<file path="config.mk">
export PLATFORM = sky130hd
export DESIGN_NAME = pressure_sensor_conditioner
export DESIGN_NICKNAME = d
export VERILOG_FILES = /design/src/psc_pkg.sv /design/src/pressure_sensor_conditioner.sv /design/src/psc_front.sv /design/src/psc_queue.sv /design/src/psc_back.sv
export SDC_FILE = /design/constraint.sdc
export NUM_CORES = 1
export LEC_CHECK = 0
export BUFFER_PORTS_ARGS = -buffer_cell sky130_fd_sc_hd__buf_4
export CORE_MARGIN = 3
export CORE_UTILIZATION = 55
export CTS_CLUSTER_SIZE = 10
export DETAILED_ROUTE_END_ITERATION = 16
export HOLD_SLACK_MARGIN = 0.12
export MAX_ROUTING_LAYER = met4
export PLACE_DENSITY = 0.72
export SKIP_CTS_REPAIR_TIMING = 1
export SYNTH_ARGS = -nofsm -noshare
export SYNTH_HDL_FRONTEND = slang
export SYNTH_SLANG_ARGS = --single-unit
</file>
<file path="constraint.sdc">
create_clock -name clk -period 4.5 [get_ports clk]
set_input_delay 0.45 -clock clk [delete_from_list [all_inputs] [get_ports clk]]
set_output_delay 0.45 -clock clk [all_outputs]
set_load 0.05 [all_outputs]
</file>
<file path="src/psc_pkg.sv">
// Package for the pressure sensor conditioner.
// Holds field widths, register codes, reset values, the queue item type and the
// millivolt-to-pressure conversion. No dependencies.
package psc_pkg;

    // Field widths
    localparam int MV_W       = 12;
    localparam int THR_W      = 16;
    localparam int SAMPLE_W   = 13;
    localparam int PRESS_W    = 11;
    localparam int CFG_IDX_W  = 2;
    localparam int CFG_DATA_W = 16;

    // Default window length of the moving average
    localparam int WINDOW_LEN_DEF = 4;

    // Depth of the request queue between front and back
    localparam int QUEUE_DEPTH = 2;

    // Configuration register indexes
    localparam logic [CFG_IDX_W-1:0] CFG_LOW_LIMIT  = 2'd0;
    localparam logic [CFG_IDX_W-1:0] CFG_HIGH_LIMIT = 2'd1;
    localparam logic [CFG_IDX_W-1:0] CFG_REPORT_THR = 2'd2;

    // Register reset values
    localparam logic [MV_W-1:0]  LOW_LIMIT_RST  = 12'd200;
    localparam logic [MV_W-1:0]  HIGH_LIMIT_RST = 12'd2820;
    localparam logic [THR_W-1:0] REPORT_THR_RST = 16'd10;

    // Conversion constants, in thirds of a centibar
    localparam logic [SAMPLE_W-1:0] PRESS_OFFSET = 13'd600;
    localparam logic [SAMPLE_W-1:0] PRESS_MAX    = 13'd4800;
    localparam int                  PRESS_MAX_INT = 4800;

    // Saturation value of the failure count
    localparam logic [THR_W-1:0] COUNT_MAX = 16'hFFFF;

    // One classified request handed from front to back
    typedef struct packed {
        logic [SAMPLE_W-1:0] sample;
        logic                push;
        logic                fault;
        logic [THR_W-1:0]    err_count;
        logic                pulse;
    } psc_item_t;

    // Convert millivolts to thirds of a centibar: 2*mV - 600, clamped to 0..4800
    function automatic logic [SAMPLE_W-1:0] to_thirds(input logic [MV_W-1:0] mv);
        logic [SAMPLE_W-1:0] twice;
        logic [SAMPLE_W-1:0] diff;
        twice = {mv, 1'b0};
        diff  = twice - PRESS_OFFSET;
        if (twice <= PRESS_OFFSET)
        begin
            return '0;
        end
        else if (diff > PRESS_MAX)
        begin
            return PRESS_MAX;
        end
        else
        begin
            return diff;
        end
    endfunction

endpackage

</file>
<file path="src/pressure_sensor_conditioner.sv">
// A sample whose fault flag ends clear is divided by the one-bit-per-cycle divider in
// the back over SUM_W quotient bits (SUM_W = 15 at WINDOW_LEN 4); a sample held on
// fault skips the divider. The queue takes new samples while the back is busy.
// Two requests queue behind the divider while a result waits at the output.
// Reset (rst_n, asynchronous, active low) restores register defaults and clears the
// window, sums, fault flag, failure count and held pressure at once.
module pressure_sensor_conditioner
    import psc_pkg::*;
#(
    parameter int WINDOW_LEN = WINDOW_LEN_DEF
)
(
    input  logic                  clk,
    input  logic                  rst_n,
    input  logic                  in_valid,
    output logic                  in_ready,
    input  logic [MV_W-1:0]       voltage_mv,
    input  logic                  sensor_present,
    output logic                  out_valid,
    input  logic                  out_ready,
    output logic [PRESS_W-1:0]    pressure_cbar,
    output logic                  fault,
    output logic [THR_W-1:0]      error_count,
    output logic                  report_pulse,
    input  logic                  cfg_valid,
    output logic                  cfg_ready,
    input  logic [CFG_IDX_W-1:0]  cfg_index,
    input  logic [CFG_DATA_W-1:0] cfg_data
);

    psc_item_t front_item;
    logic      front_valid;
    logic      front_ready;
    psc_item_t back_item;
    logic      back_valid;
    logic      back_ready;

    // Classify samples
    psc_front u_front (
        .clk            (clk),
        .rst_n          (rst_n),
        .in_valid       (in_valid),
        .in_ready       (in_ready),
        .voltage_mv     (voltage_mv),
        .sensor_present (sensor_present),
        .cfg_valid      (cfg_valid),
        .cfg_ready      (cfg_ready),
        .cfg_index      (cfg_index),
        .cfg_data       (cfg_data),
        .item_valid     (front_valid),
        .item_ready     (front_ready),
        .item           (front_item)
    );

    // Buffer requests between the two parts
    psc_queue u_queue (
        .clk      (clk),
        .rst_n    (rst_n),
        .wr_valid (front_valid),
        .wr_ready (front_ready),
        .wr_item  (front_item),
        .rd_valid (back_valid),
        .rd_ready (back_ready),
        .rd_item  (back_item)
    );

    // Filter and deliver results
    psc_back #(
        .WINDOW_LEN (WINDOW_LEN)
    ) u_back (
        .clk           (clk),
        .rst_n         (rst_n),
        .item_valid    (back_valid),
        .item_ready    (back_ready),
        .item          (back_item),
        .out_valid     (out_valid),
        .out_ready     (out_ready),
        .pressure_cbar (pressure_cbar),
        .fault         (fault),
        .error_count   (error_count),
        .report_pulse  (report_pulse)
    );

endmodule

</file>
<file path="src/psc_front.sv">
// Front part of the pressure sensor conditioner: configuration registers,
// limit check, fault flag and failure count. Classifies each request for the back.
// Depends on psc_pkg.
module psc_front
    import psc_pkg::*;
(
    input  logic                  clk,
    input  logic                  rst_n,
    // Sample channel
    input  logic                  in_valid,
    output logic                  in_ready,
    input  logic [MV_W-1:0]       voltage_mv,
    input  logic                  sensor_present,
    // Configuration channel
    input  logic                  cfg_valid,
    output logic                  cfg_ready,
    input  logic [CFG_IDX_W-1:0]  cfg_index,
    input  logic [CFG_DATA_W-1:0] cfg_data,
    // Classified request toward the queue
    output logic                  item_valid,
    input  logic                  item_ready,
    output psc_item_t             item
);

    logic [MV_W-1:0]  low_limit_reg;
    logic [MV_W-1:0]  high_limit_reg;
    logic [THR_W-1:0] report_thr_reg;
    logic             fault_reg;
    logic             fault_next;
    logic [THR_W-1:0] count_reg;
    logic [THR_W-1:0] count_next;
    logic             pulse;
    logic             in_range;
    logic             accept;

    assign cfg_ready  = 1'b1;
    assign in_ready   = item_ready;
    assign item_valid = in_valid;
    assign accept     = in_valid && item_ready;

    // Check the window and update fault state
    always_comb
    begin
        in_range   = (voltage_mv >= low_limit_reg) && (voltage_mv <= high_limit_reg);
        fault_next = fault_reg;
        count_next = count_reg;
        pulse      = 1'b0;
        if (sensor_present)
        begin
            if (!in_range)
            begin
                fault_next = 1'b1;
                if (count_reg != COUNT_MAX)
                begin
                    count_next = count_reg + 1'b1;
                    pulse      = (count_next == report_thr_reg);
                end
            end
            else
            begin
                fault_next = 1'b0;
                count_next = '0;
            end
        end
    end

    // Build the request for the back
    always_comb
    begin
        item.sample    = (sensor_present && in_range) ? to_thirds(voltage_mv) : '0;
        item.push      = !fault_next;
        item.fault     = fault_next;
        item.err_count = count_next;
        item.pulse     = pulse;
    end

    // Hold configuration registers
    always_ff @(posedge clk or negedge rst_n)
    begin
        if (!rst_n)
        begin
            low_limit_reg  <= LOW_LIMIT_RST;
            high_limit_reg <= HIGH_LIMIT_RST;
            report_thr_reg <= REPORT_THR_RST;
        end
        else if (cfg_valid && cfg_ready)
        begin
            case (cfg_index)
                CFG_LOW_LIMIT:  low_limit_reg  <= cfg_data[MV_W-1:0];
                CFG_HIGH_LIMIT: high_limit_reg <= cfg_data[MV_W-1:0];
                CFG_REPORT_THR: report_thr_reg <= cfg_data[THR_W-1:0];
                default:        ;
            endcase
        end
    end

    // Advance fault state on each accepted request
    always_ff @(posedge clk or negedge rst_n)
    begin
        if (!rst_n)
        begin
            fault_reg <= 1'b0;
            count_reg <= '0;
        end
        else if (accept)
        begin
            fault_reg <= fault_next;
            count_reg <= count_next;
        end
    end

endmodule

</file>
<file path="src/psc_queue.sv">
// Short request queue between front and back of the pressure sensor conditioner.
// Flop-based FIFO of psc_item_t entries. Depends on psc_pkg.
module psc_queue
    import psc_pkg::*;
(
    input  logic      clk,
    input  logic      rst_n,
    input  logic      wr_valid,
    output logic      wr_ready,
    input  psc_item_t wr_item,
    output logic      rd_valid,
    input  logic      rd_ready,
    output psc_item_t rd_item
);

    localparam int PTR_W = (QUEUE_DEPTH > 1) ? $clog2(QUEUE_DEPTH) : 1;
    localparam int CNT_W = $clog2(QUEUE_DEPTH + 1);

    psc_item_t        entry_reg [QUEUE_DEPTH];
    logic [PTR_W-1:0] wr_ptr_reg;
    logic [PTR_W-1:0] rd_ptr_reg;
    logic [CNT_W-1:0] count_reg;
    logic             do_wr;
    logic             do_rd;

    assign wr_ready = (count_reg != CNT_W'(QUEUE_DEPTH));
    assign rd_valid = (count_reg != '0);
    assign rd_item  = entry_reg[rd_ptr_reg];
    assign do_wr    = wr_valid && wr_ready;
    assign do_rd    = rd_valid && rd_ready;

    // Store incoming requests
    always_ff @(posedge clk)
    begin
        if (do_wr)
        begin
            entry_reg[wr_ptr_reg] <= wr_item;
        end
    end

    // Advance pointers and occupancy
    always_ff @(posedge clk or negedge rst_n)
    begin
        if (!rst_n)
        begin
            wr_ptr_reg <= '0;
            rd_ptr_reg <= '0;
            count_reg  <= '0;
        end
        else
        begin
            if (do_wr)
            begin
                wr_ptr_reg <= (wr_ptr_reg == PTR_W'(QUEUE_DEPTH - 1)) ? '0 : wr_ptr_reg + 1'b1;
            end
            if (do_rd)
            begin
                rd_ptr_reg <= (rd_ptr_reg == PTR_W'(QUEUE_DEPTH - 1)) ? '0 : rd_ptr_reg + 1'b1;
            end
            if (do_wr && !do_rd)
            begin
                count_reg <= count_reg + 1'b1;
            end
            else if (do_rd && !do_wr)
            begin
                count_reg <= count_reg - 1'b1;
            end
        end
    end

endmodule

</file>
<file path="src/psc_back.sv">
// Back part of the pressure sensor conditioner: moving-average window,
// bit-serial division by 3*fill and the output register. Depends on psc_pkg.
module psc_back
    import psc_pkg::*;
#(
    parameter int WINDOW_LEN = WINDOW_LEN_DEF
)
(
    input  logic               clk,
    input  logic               rst_n,
    // Request from the queue
    input  logic               item_valid,
    output logic               item_ready,
    input  psc_item_t          item,
    // Result channel
    output logic               out_valid,
    input  logic               out_ready,
    output logic [PRESS_W-1:0] pressure_cbar,
    output logic               fault,
    output logic [THR_W-1:0]   error_count,
    output logic               report_pulse
);

    localparam int SLOT_W = (WINDOW_LEN > 1) ? $clog2(WINDOW_LEN) : 1;
    localparam int FILL_W = $clog2(WINDOW_LEN + 1);
    localparam int SUM_W  = $clog2(PRESS_MAX_INT * WINDOW_LEN + 1);
    localparam int DIV_W  = $clog2(3 * WINDOW_LEN + 1);
    localparam int ITER_W = $clog2(SUM_W);

    typedef enum logic [1:0] {ST_IDLE, ST_DIV, ST_FIN} state_t;

    state_t              state_reg;
    psc_item_t           item_reg;
    logic [SAMPLE_W-1:0] window_reg [WINDOW_LEN];
    logic [SLOT_W-1:0]   slot_reg;
    logic [FILL_W-1:0]   fill_reg;
    logic [FILL_W-1:0]   fill_next;
    logic [SUM_W-1:0]    sum_reg;
    logic [SUM_W-1:0]    sum_next;
    logic [DIV_W-1:0]    fill_ext;
    logic [DIV_W-1:0]    divisor_next;
    logic [DIV_W-1:0]    divisor_reg;
    logic [DIV_W-1:0]    rem_reg;
    logic [DIV_W:0]      rem_shift;
    logic                rem_ge;
    logic [DIV_W-1:0]    rem_next;
    logic [SUM_W-1:0]    dividend_reg;
    logic [SUM_W-1:0]    dividend_next;
    logic [ITER_W-1:0]   iter_reg;
    logic [PRESS_W-1:0]  held_reg;
    logic                pop;
    logic                load_out;

    assign item_ready = (state_reg == ST_IDLE);
    assign pop        = item_valid && item_ready;
    assign load_out   = (state_reg == ST_FIN) && (!out_valid || out_ready);

    // Window update for the popped request
    always_comb
    begin
        fill_next    = (fill_reg < FILL_W'(WINDOW_LEN)) ? fill_reg + 1'b1 : fill_reg;
        sum_next     = sum_reg - SUM_W'(window_reg[slot_reg]) + SUM_W'(item.sample);
        fill_ext     = DIV_W'(fill_next);
        divisor_next = (fill_ext << 1) + fill_ext;
    end

    // One restoring division step
    always_comb
    begin
        rem_shift     = {rem_reg, dividend_reg[SUM_W-1]};
        rem_ge        = (rem_shift >= {1'b0, divisor_reg});
        rem_next      = rem_ge ? DIV_W'(rem_shift - {1'b0, divisor_reg}) : DIV_W'(rem_shift);
        dividend_next = {dividend_reg[SUM_W-2:0], rem_ge};
    end

    // Hold window contents
    always_ff @(posedge clk or negedge rst_n)
    begin
        if (!rst_n)
        begin
            for (int i = 0; i < WINDOW_LEN; i++)
            begin
                window_reg[i] <= '0;
            end
        end
        else if (pop && item.push)
        begin
            window_reg[slot_reg] <= item.sample;
        end
    end

    // Sequence the back: pop, divide, deliver
    always_ff @(posedge clk or negedge rst_n)
    begin
        if (!rst_n)
        begin
            state_reg     <= ST_IDLE;
            slot_reg      <= '0;
            fill_reg      <= '0;
            sum_reg       <= '0;
            held_reg      <= '0;
            iter_reg      <= '0;
            out_valid     <= 1'b0;
            item_reg      <= '0;
            divisor_reg   <= '0;
            rem_reg       <= '0;
            dividend_reg  <= '0;
            pressure_cbar <= '0;
            fault         <= 1'b0;
            error_count   <= '0;
            report_pulse  <= 1'b0;
        end
        else
        begin
            // Drop the result once taken
            if (out_valid && out_ready && !load_out)
            begin
                out_valid <= 1'b0;
            end
            case (state_reg)
                ST_IDLE:
                begin
                    if (pop)
                    begin
                        item_reg <= item;
                        if (item.push)
                        begin
                            fill_reg     <= fill_next;
                            sum_reg      <= sum_next;
                            slot_reg     <= (slot_reg == SLOT_W'(WINDOW_LEN - 1)) ?
                                            '0 : slot_reg + 1'b1;
                            dividend_reg <= sum_next;
                            divisor_reg  <= divisor_next;
                            rem_reg      <= '0;
                            iter_reg     <= '0;
                            state_reg    <= ST_DIV;
                        end
                        else
                        begin
                            state_reg <= ST_FIN;
                        end
                    end
                end
                ST_DIV:
                begin
                    rem_reg      <= rem_next;
                    dividend_reg <= dividend_next;
                    iter_reg     <= iter_reg + 1'b1;
                    if (iter_reg == ITER_W'(SUM_W - 1))
                    begin
                        held_reg  <= dividend_next[PRESS_W-1:0];
                        state_reg <= ST_FIN;
                    end
                end
                ST_FIN:
                begin
                    if (load_out)
                    begin
                        pressure_cbar <= held_reg;
                        fault         <= item_reg.fault;
                        error_count   <= item_reg.err_count;
                        report_pulse  <= item_reg.pulse;
                        out_valid     <= 1'b1;
                        state_reg     <= ST_IDLE;
                    end
                end
                default:
                begin
                    state_reg <= ST_IDLE;
                end
            endcase
        end
    end

`ifndef SYNTHESIS
    // Division never runs against a zero divisor
    assert property (@(posedge clk) disable iff (!rst_n)
        (state_reg == ST_DIV) |-> (divisor_reg != '0))
        else $error("psc_back: division with zero divisor");

    // Fill count never passes the window length
    assert property (@(posedge clk) disable iff (!rst_n)
        fill_reg <= FILL_W'(WINDOW_LEN))
        else $error("psc_back: fill count beyond window");

    // The remainder stays below the divisor at every division step
    assert property (@(posedge clk) disable iff (!rst_n)
        (state_reg == ST_DIV) |-> (rem_reg < divisor_reg))
        else $error("psc_back: remainder not below divisor");

    // A new result is only loaded from the finish state
    assert property (@(posedge clk) disable iff (!rst_n)
        $rose(out_valid) |-> ($past(state_reg) == ST_FIN))
        else $error("psc_back: result loaded outside finish state");
`endif

endmodule

</file>
Word level (Yosys, flattened, before mapping):

Memory sizes are Yosys's and may differ from the RTL's.
Cells that the tools add are included.

* output and inout port bits: 32
* bits in writable memories: 64
* memories kept: 1
* bits in registers: 221

Memories
* u_queue.entry_reg: depth 2, bits a word 32, rd ports 1, clocked after Yosys merged registers in 0, wr ports 1, line psc_queue.sv:19 `psc_item_t entry_reg [QUEUE_DEPTH];`

* add/sub/neg operators: 13
* equality and inequality tests: 13
* magnitude comparators: 8
* bitwise logic cells: 1
* multiplexer cells: 41
* reductions and logical operators: 31

Operators with widths (number)
* $mux 13: 6
* $bwmux 52: 1
* $mux 16: 3
* $mux 15: 2
* $pmux 15 s2: 1
* $bmux 13 s2: 1
* $demux 13 s2: 1
* $add 16x1->16 const B: 1
* $eq 16x16->1: 1
* $ne 16x16->1 const B: 1
* $pmux 4 s2: 2
* $add 15x13->15: 1
* $sub 15x13->15: 1
* $mux 2: 7
* $gt 13x13->1 const B: 1
* $le 13x10->1 const B: 1
* $sub 13x10->13 const B: 1
* $ge 12x12->1: 1
* $le 12x12->1: 1
* $mux 1: 12
* $mux 4: 3
* $reduce_and 2->1: 6
* $logic_and 1x1->1: 11
* $reduce_and 3->1: 3
* 23 further kinds: 38

Depth between registers and ports, before layout:

* depth after elaboration: 9
* mapped depth: 13

By module:

From an unflattened synthesis, not the netlist that was laid out.

* cells, all modules: 1282
* area, all modules: 14800.4 µm²

By module, submodules not included
* psc_back: times used 1, seq. area each 3978.8 µm², area each 7661.1 µm², cells an instance 665
* psc_front: times used 1, seq. area each 1437.6 µm², area each 4480.5 µm², cells an instance 499
* psc_queue: times used 1, seq. area each 2021.9 µm², area each 2658.8 µm², cells an instance 118

Worst setup path after synthesis:

Ideal clock, no wire load.

* path type: register -> register
* start point: register u_back.slot_reg[0]
* end point: register u_back.dividend_reg[13]
* setup slack: 763 ps
* path buffers: 2
* stages on the path, launching flop included: 13
* data required time: 4365 ps
* arrival time: 3602 ps
* setup time: 135 ps
* cell sequence: dfrtp_1 > clkbuf_1 > clkbuf_1 > mux4_2 > fa_1 > inv_1 > ha_1 > or2_2 > a21oi_1 > nor3_1 > a211oi_1 > xor2_1 > o21ai_0

* cells in the longest elaborated chain, start to end: 9

RTL lines
* start, declared: line psc_back.sv:35 `logic [SLOT_W-1:0] slot_reg;`
* start signal, assigned: line psc_back.sv:130 `slot_reg <= (slot_reg == SLOT_W'(WINDOW_LEN - 1)) ?`
* $not 2->3 (implied by the code): line psc_back.sv:62 `sum_next = sum_reg - SUM_W'(window_reg[slot_reg]) + SUM_W'(item.sample);`
* $bmux 13 s2: line psc_back.sv:62
* $mux 13 (implied by the code) (2 in series): line psc_back.sv:62
* $sub 15x13->15: line psc_back.sv:62
* $add 15x13->15: line psc_back.sv:62
* $mux 15: line psc_back.sv:126 `if (item.push)`
* $mux 15: line psc_back.sv:123 `if (pop)`
* $pmux 15 s2: line psc_back.sv:120 `case (state_reg)`
* end signal, assigned: line psc_back.sv:132 `dividend_reg <= sum_next;`
* end signal, assigned: line psc_back.sv:147 `dividend_reg <= dividend_next;`
* end, declared: line psc_back.sv:47 `logic [SUM_W-1:0] dividend_reg;`

Every way passes these cells. The select of a mux whose other input is x is not followed.
A chain may end at the register's enable or synchronous reset.

Worst setup path in the final report:

* start point: register u_back.slot_reg[0]
* end point: register u_back.sum_reg[12]

* cells in the longest elaborated chain, start to end: 6

RTL lines
* $not 2->3 (implied by the code): line psc_back.sv:62
* $bmux 13 s2: line psc_back.sv:62
* $mux 13 (implied by the code) (2 in series): line psc_back.sv:62
* $sub 15x13->15: line psc_back.sv:62
* $add 15x13->15: line psc_back.sv:62
* end signal, assigned: line psc_back.sv:129 `sum_reg <= sum_next;`
* end, declared: line psc_back.sv:38 `logic [SUM_W-1:0] sum_reg;`

Every way passes these cells. The select of a mux whose other input is x is not followed.

==> results.json <==
{
  "setup_violations": 0,
  "synth_async_sr_flop_share_pct": 77.6,
  "path_buf_inv": 2,
  "fin_crit_sh_pct": 83.8,
  "worstMarginPinSlew_ns": 1.21,
  "drc": 0,
  "max_cap_violations": 0,
  "cts_max_level": 2,
  "largest_reg_flops": 62,
  "cp-end-kind": "register",
  "antenna_cells": 0,
  "grt_pass1_vias": 9071,
  "layout.cells.non_filler": 1639,
  "synth-seq-cells": 277,
  "rows": 57,
  "worstSetupPathType": "reg -> reg",
  "wl_mm": 28.0,
  "placedCellCount": 1585,
  "worst_path_max_delay_cell": "mux4_2",
  "slowest_delay_ns": 0.56,
  "cts.sinks": 277,
  "first_pass_iters": 5,
  "ioPinCount": 68,
  "fmax_ghz": 0.265,
  "powerDensity_nw_per_um2": 804,
  "grt_pass1_wl_mm": 46.5,
  "track_usage_pct": 22.1,
  "cp_data_arrival_time_ns": 4.13,
  "cts_tree": "done",
  "required_ns": 4.86,
  "clk_pin_slew_ns": 0.06,
  "dieArea_um2": 27000,
  "buffer_ports.inserted": 66,
  "period_minus_slack_ns": 3.77,
  "slew_violations": 0,
  "viasPerCell": 5.62,
  "antenna_left": 0,
  "start_kind": "register",
  "cellLeakagePower_nw": 6.93,
  "hold_class": "in -> reg",
  "start_util_pct": 56.4,
  "gp_congestion": 0.872,
  "grt_max_degree": 126,
  "drive_gt1_share_pct": 17.2,
  "rsz0062_at_grt": "no",
  "yosysSeqAreaShare_pct": 52.6,
  "area_delta_synth_final_pct": 12.7,
  "cp_cell_sequence": "buf_4 > mux4_2 > fa_1 > inv_1 > ha_1 > nor2b_1 > o31ai_1 > a211o_1 > a2111oi_0 > a311oi_1 > o21ai_0",
  "n_fill_cell": 1896,
  "die_w_um": 164,
  "syn_area_um2": 13800,
  "insertion_delay_ns": 0.51,
  "synth_edf_count": 62,
  "drt_iter0_markers": 578,
  "vdd_drop_max_v": 0.000424,
  "vias": 9205,
  "wl_per_cell_um": 17.1,
  "fp.dieH_um": 164,
  "critPathMaxFanout": 14,
  "maxSlewHeadroom_pct": 19.3,
  "finalClockSkew_ns": 0.0240,
  "fin_tns_setup_ns": 0,
  "postSynthAreaPerCell_um2": 11.0,
  "cts_buffers": 34,
  "finalHoldViolCount": 0,
  "root_buffer": "clkbuf_16",
  "synth_nets": 1352,
  "ys_types": 68,
  "yosysWarnings": 0,
  "core-area_um2": 24500,
  "layout.nets": 1401,
  "overflow": 0,
  "synth_top_flop_cell": "dfrtp_1",
  "dp_hpwl_mm": 19.6,
  "clock_path_buffers": 3,
  "synth_cells": 1249,
  "cp_top_family": "compound AO/OA/AOI/OAI gates",
  "outcome": "completed",
  "antenna_found_initial": 0
}
[kinds of logic after synthesis]
group | count (synthesis) | synth area share (%)
buffers and inverters | 150 | 4.32
muxes | 116 | 10.1
adders and majority gates | 67 | 6.89
and+or+nand+nor | 278 | 9.55
AOI/OAI and AO/OA | 306 | 13.0
xor gates and xnor gates | 54 | 3.53
DFF | 277 | 52.6
other | 1 | 0.0272
[cell type report]
type / count / area, µm² / area share [%]
sequential: 277 / 7250 / 46.6
clock inverter: 4 / 46.3 / 0.298
clock buffer: 49 / 938 / 6.03
timing repair buffer: 81 / 631 / 4.06
inverter: 82 / 308 / 1.98
multi-input combinational: 822 / 5970 / 38.4
tap: 324 / 405 / 2.61
[layer usage]
metal	GRT usage, %	up-vias	part of all wire (%)
met3	3.86	51	4.3
met1	29.8	4501	46
li1	-	4484	-
met5	-	-	0
met4	5.31	0	1.8
met2	35.2	169	48
[tightest hold or removal path: stages]
cell and delay [ns]:
buf_4 0.10, nand2_1 0.04, o21ai_0 0.06
[report_power, final]
part	switching [mW]	internal, mW
sequential	0.528	3.48
clock	0.992	1.44
combinational	3.60	2.46
total	5.12	7.38
[final timing paths]
| path | startpoint | endpoint | slack, ns | cells past startpoint |
|---|---|---|---|---|
| min in group asynchronous | rst_n | u_back.fill_reg[0] | 0.59 | 2 |
| max in group asynchronous | rst_n | u_front.high_limit_reg[11] | 2.92 | 3 |
| worst min-delay path | cfg_data[2] | u_front.low_limit_reg[2] | 0.17 | 3 |
| worst max register to register | u_back.slot_reg[0] | u_back.sum_reg[12] | 0.73 | 11 |
| worst min register to register | u_back.window_reg[48] | u_back.window_reg[48] | 0.48 | 2 |
| worst max-delay path | u_back.slot_reg[0] | u_back.sum_reg[12] | 0.73 | 11 |
[cell usage in the layout (no fill, tap or decap), drive strengths merged, types with 4 or more instances in the layout]
| master | n |
|---|---|
| inv | 82 |
| or2 | 4 |
| mux2i | 35 |
| clkbuf | 49 |
| a31oi | 6 |
| o21a | 6 |
| xnor2 | 30 |
| buf | 80 |
| dfstp | 9 |
| a22oi | 11 |
| dfrtp | 206 |
| clkinv | 4 |
| o31ai | 6 |
| a21o | 16 |
| nor2b | 12 |
| xor2 | 23 |
| nand3 | 19 |
| o21ai | 122 |
| mux4 | 12 |
| and3 | 14 |
| mux2 | 69 |
| nor2 | 41 |
| fa | 15 |
| nor3b | 7 |
| nand2b | 9 |
| o211ai | 5 |
| edfxtp | 62 |
| nor3 | 19 |
| and2 | 8 |
| nand4 | 6 |
| a211oi | 4 |
| a21oi | 99 |
| nand2 | 126 |
| o22ai | 5 |
| ha | 52 |
[cell usage after synthesis, types with 23 or more instances]
master / instances / area, µm²
nand2_1: 126 / 473
edfxtp_1: 62 / 1860
xor2_1: 23 / 201
dfrtp_1: 206 / 5150
o21ai_0: 121 / 606
clkbuf_1: 50 / 188
nor2_1: 41 / 154
a21oi_1: 98 / 490
mux2i_1: 35 / 350
ha_1: 52 / 651
xnor2_1: 30 / 263
mux2_2: 69 / 777
inv_1: 82 / 308
[per-stage QoR]
stage          setup slack [ns]  util [%]  hold slack [ns]  area (µm²)  power, mW
2_1_floorplan             0.763         -            0.154       13800       8.58
3_3_place_gp              0.869      59.5            0.457       14600       9.92
3_5_place_dp              0.751      59.5            0.471       14600       10.1
4_1_cts                   0.711      63.5           0.0699       15500       12.6
5_1_grt                   0.436      63.6            0.167       15500       13.5
6_report                  0.731      63.6            0.175       15500       12.5
Power figures use the tool's default switching activity.
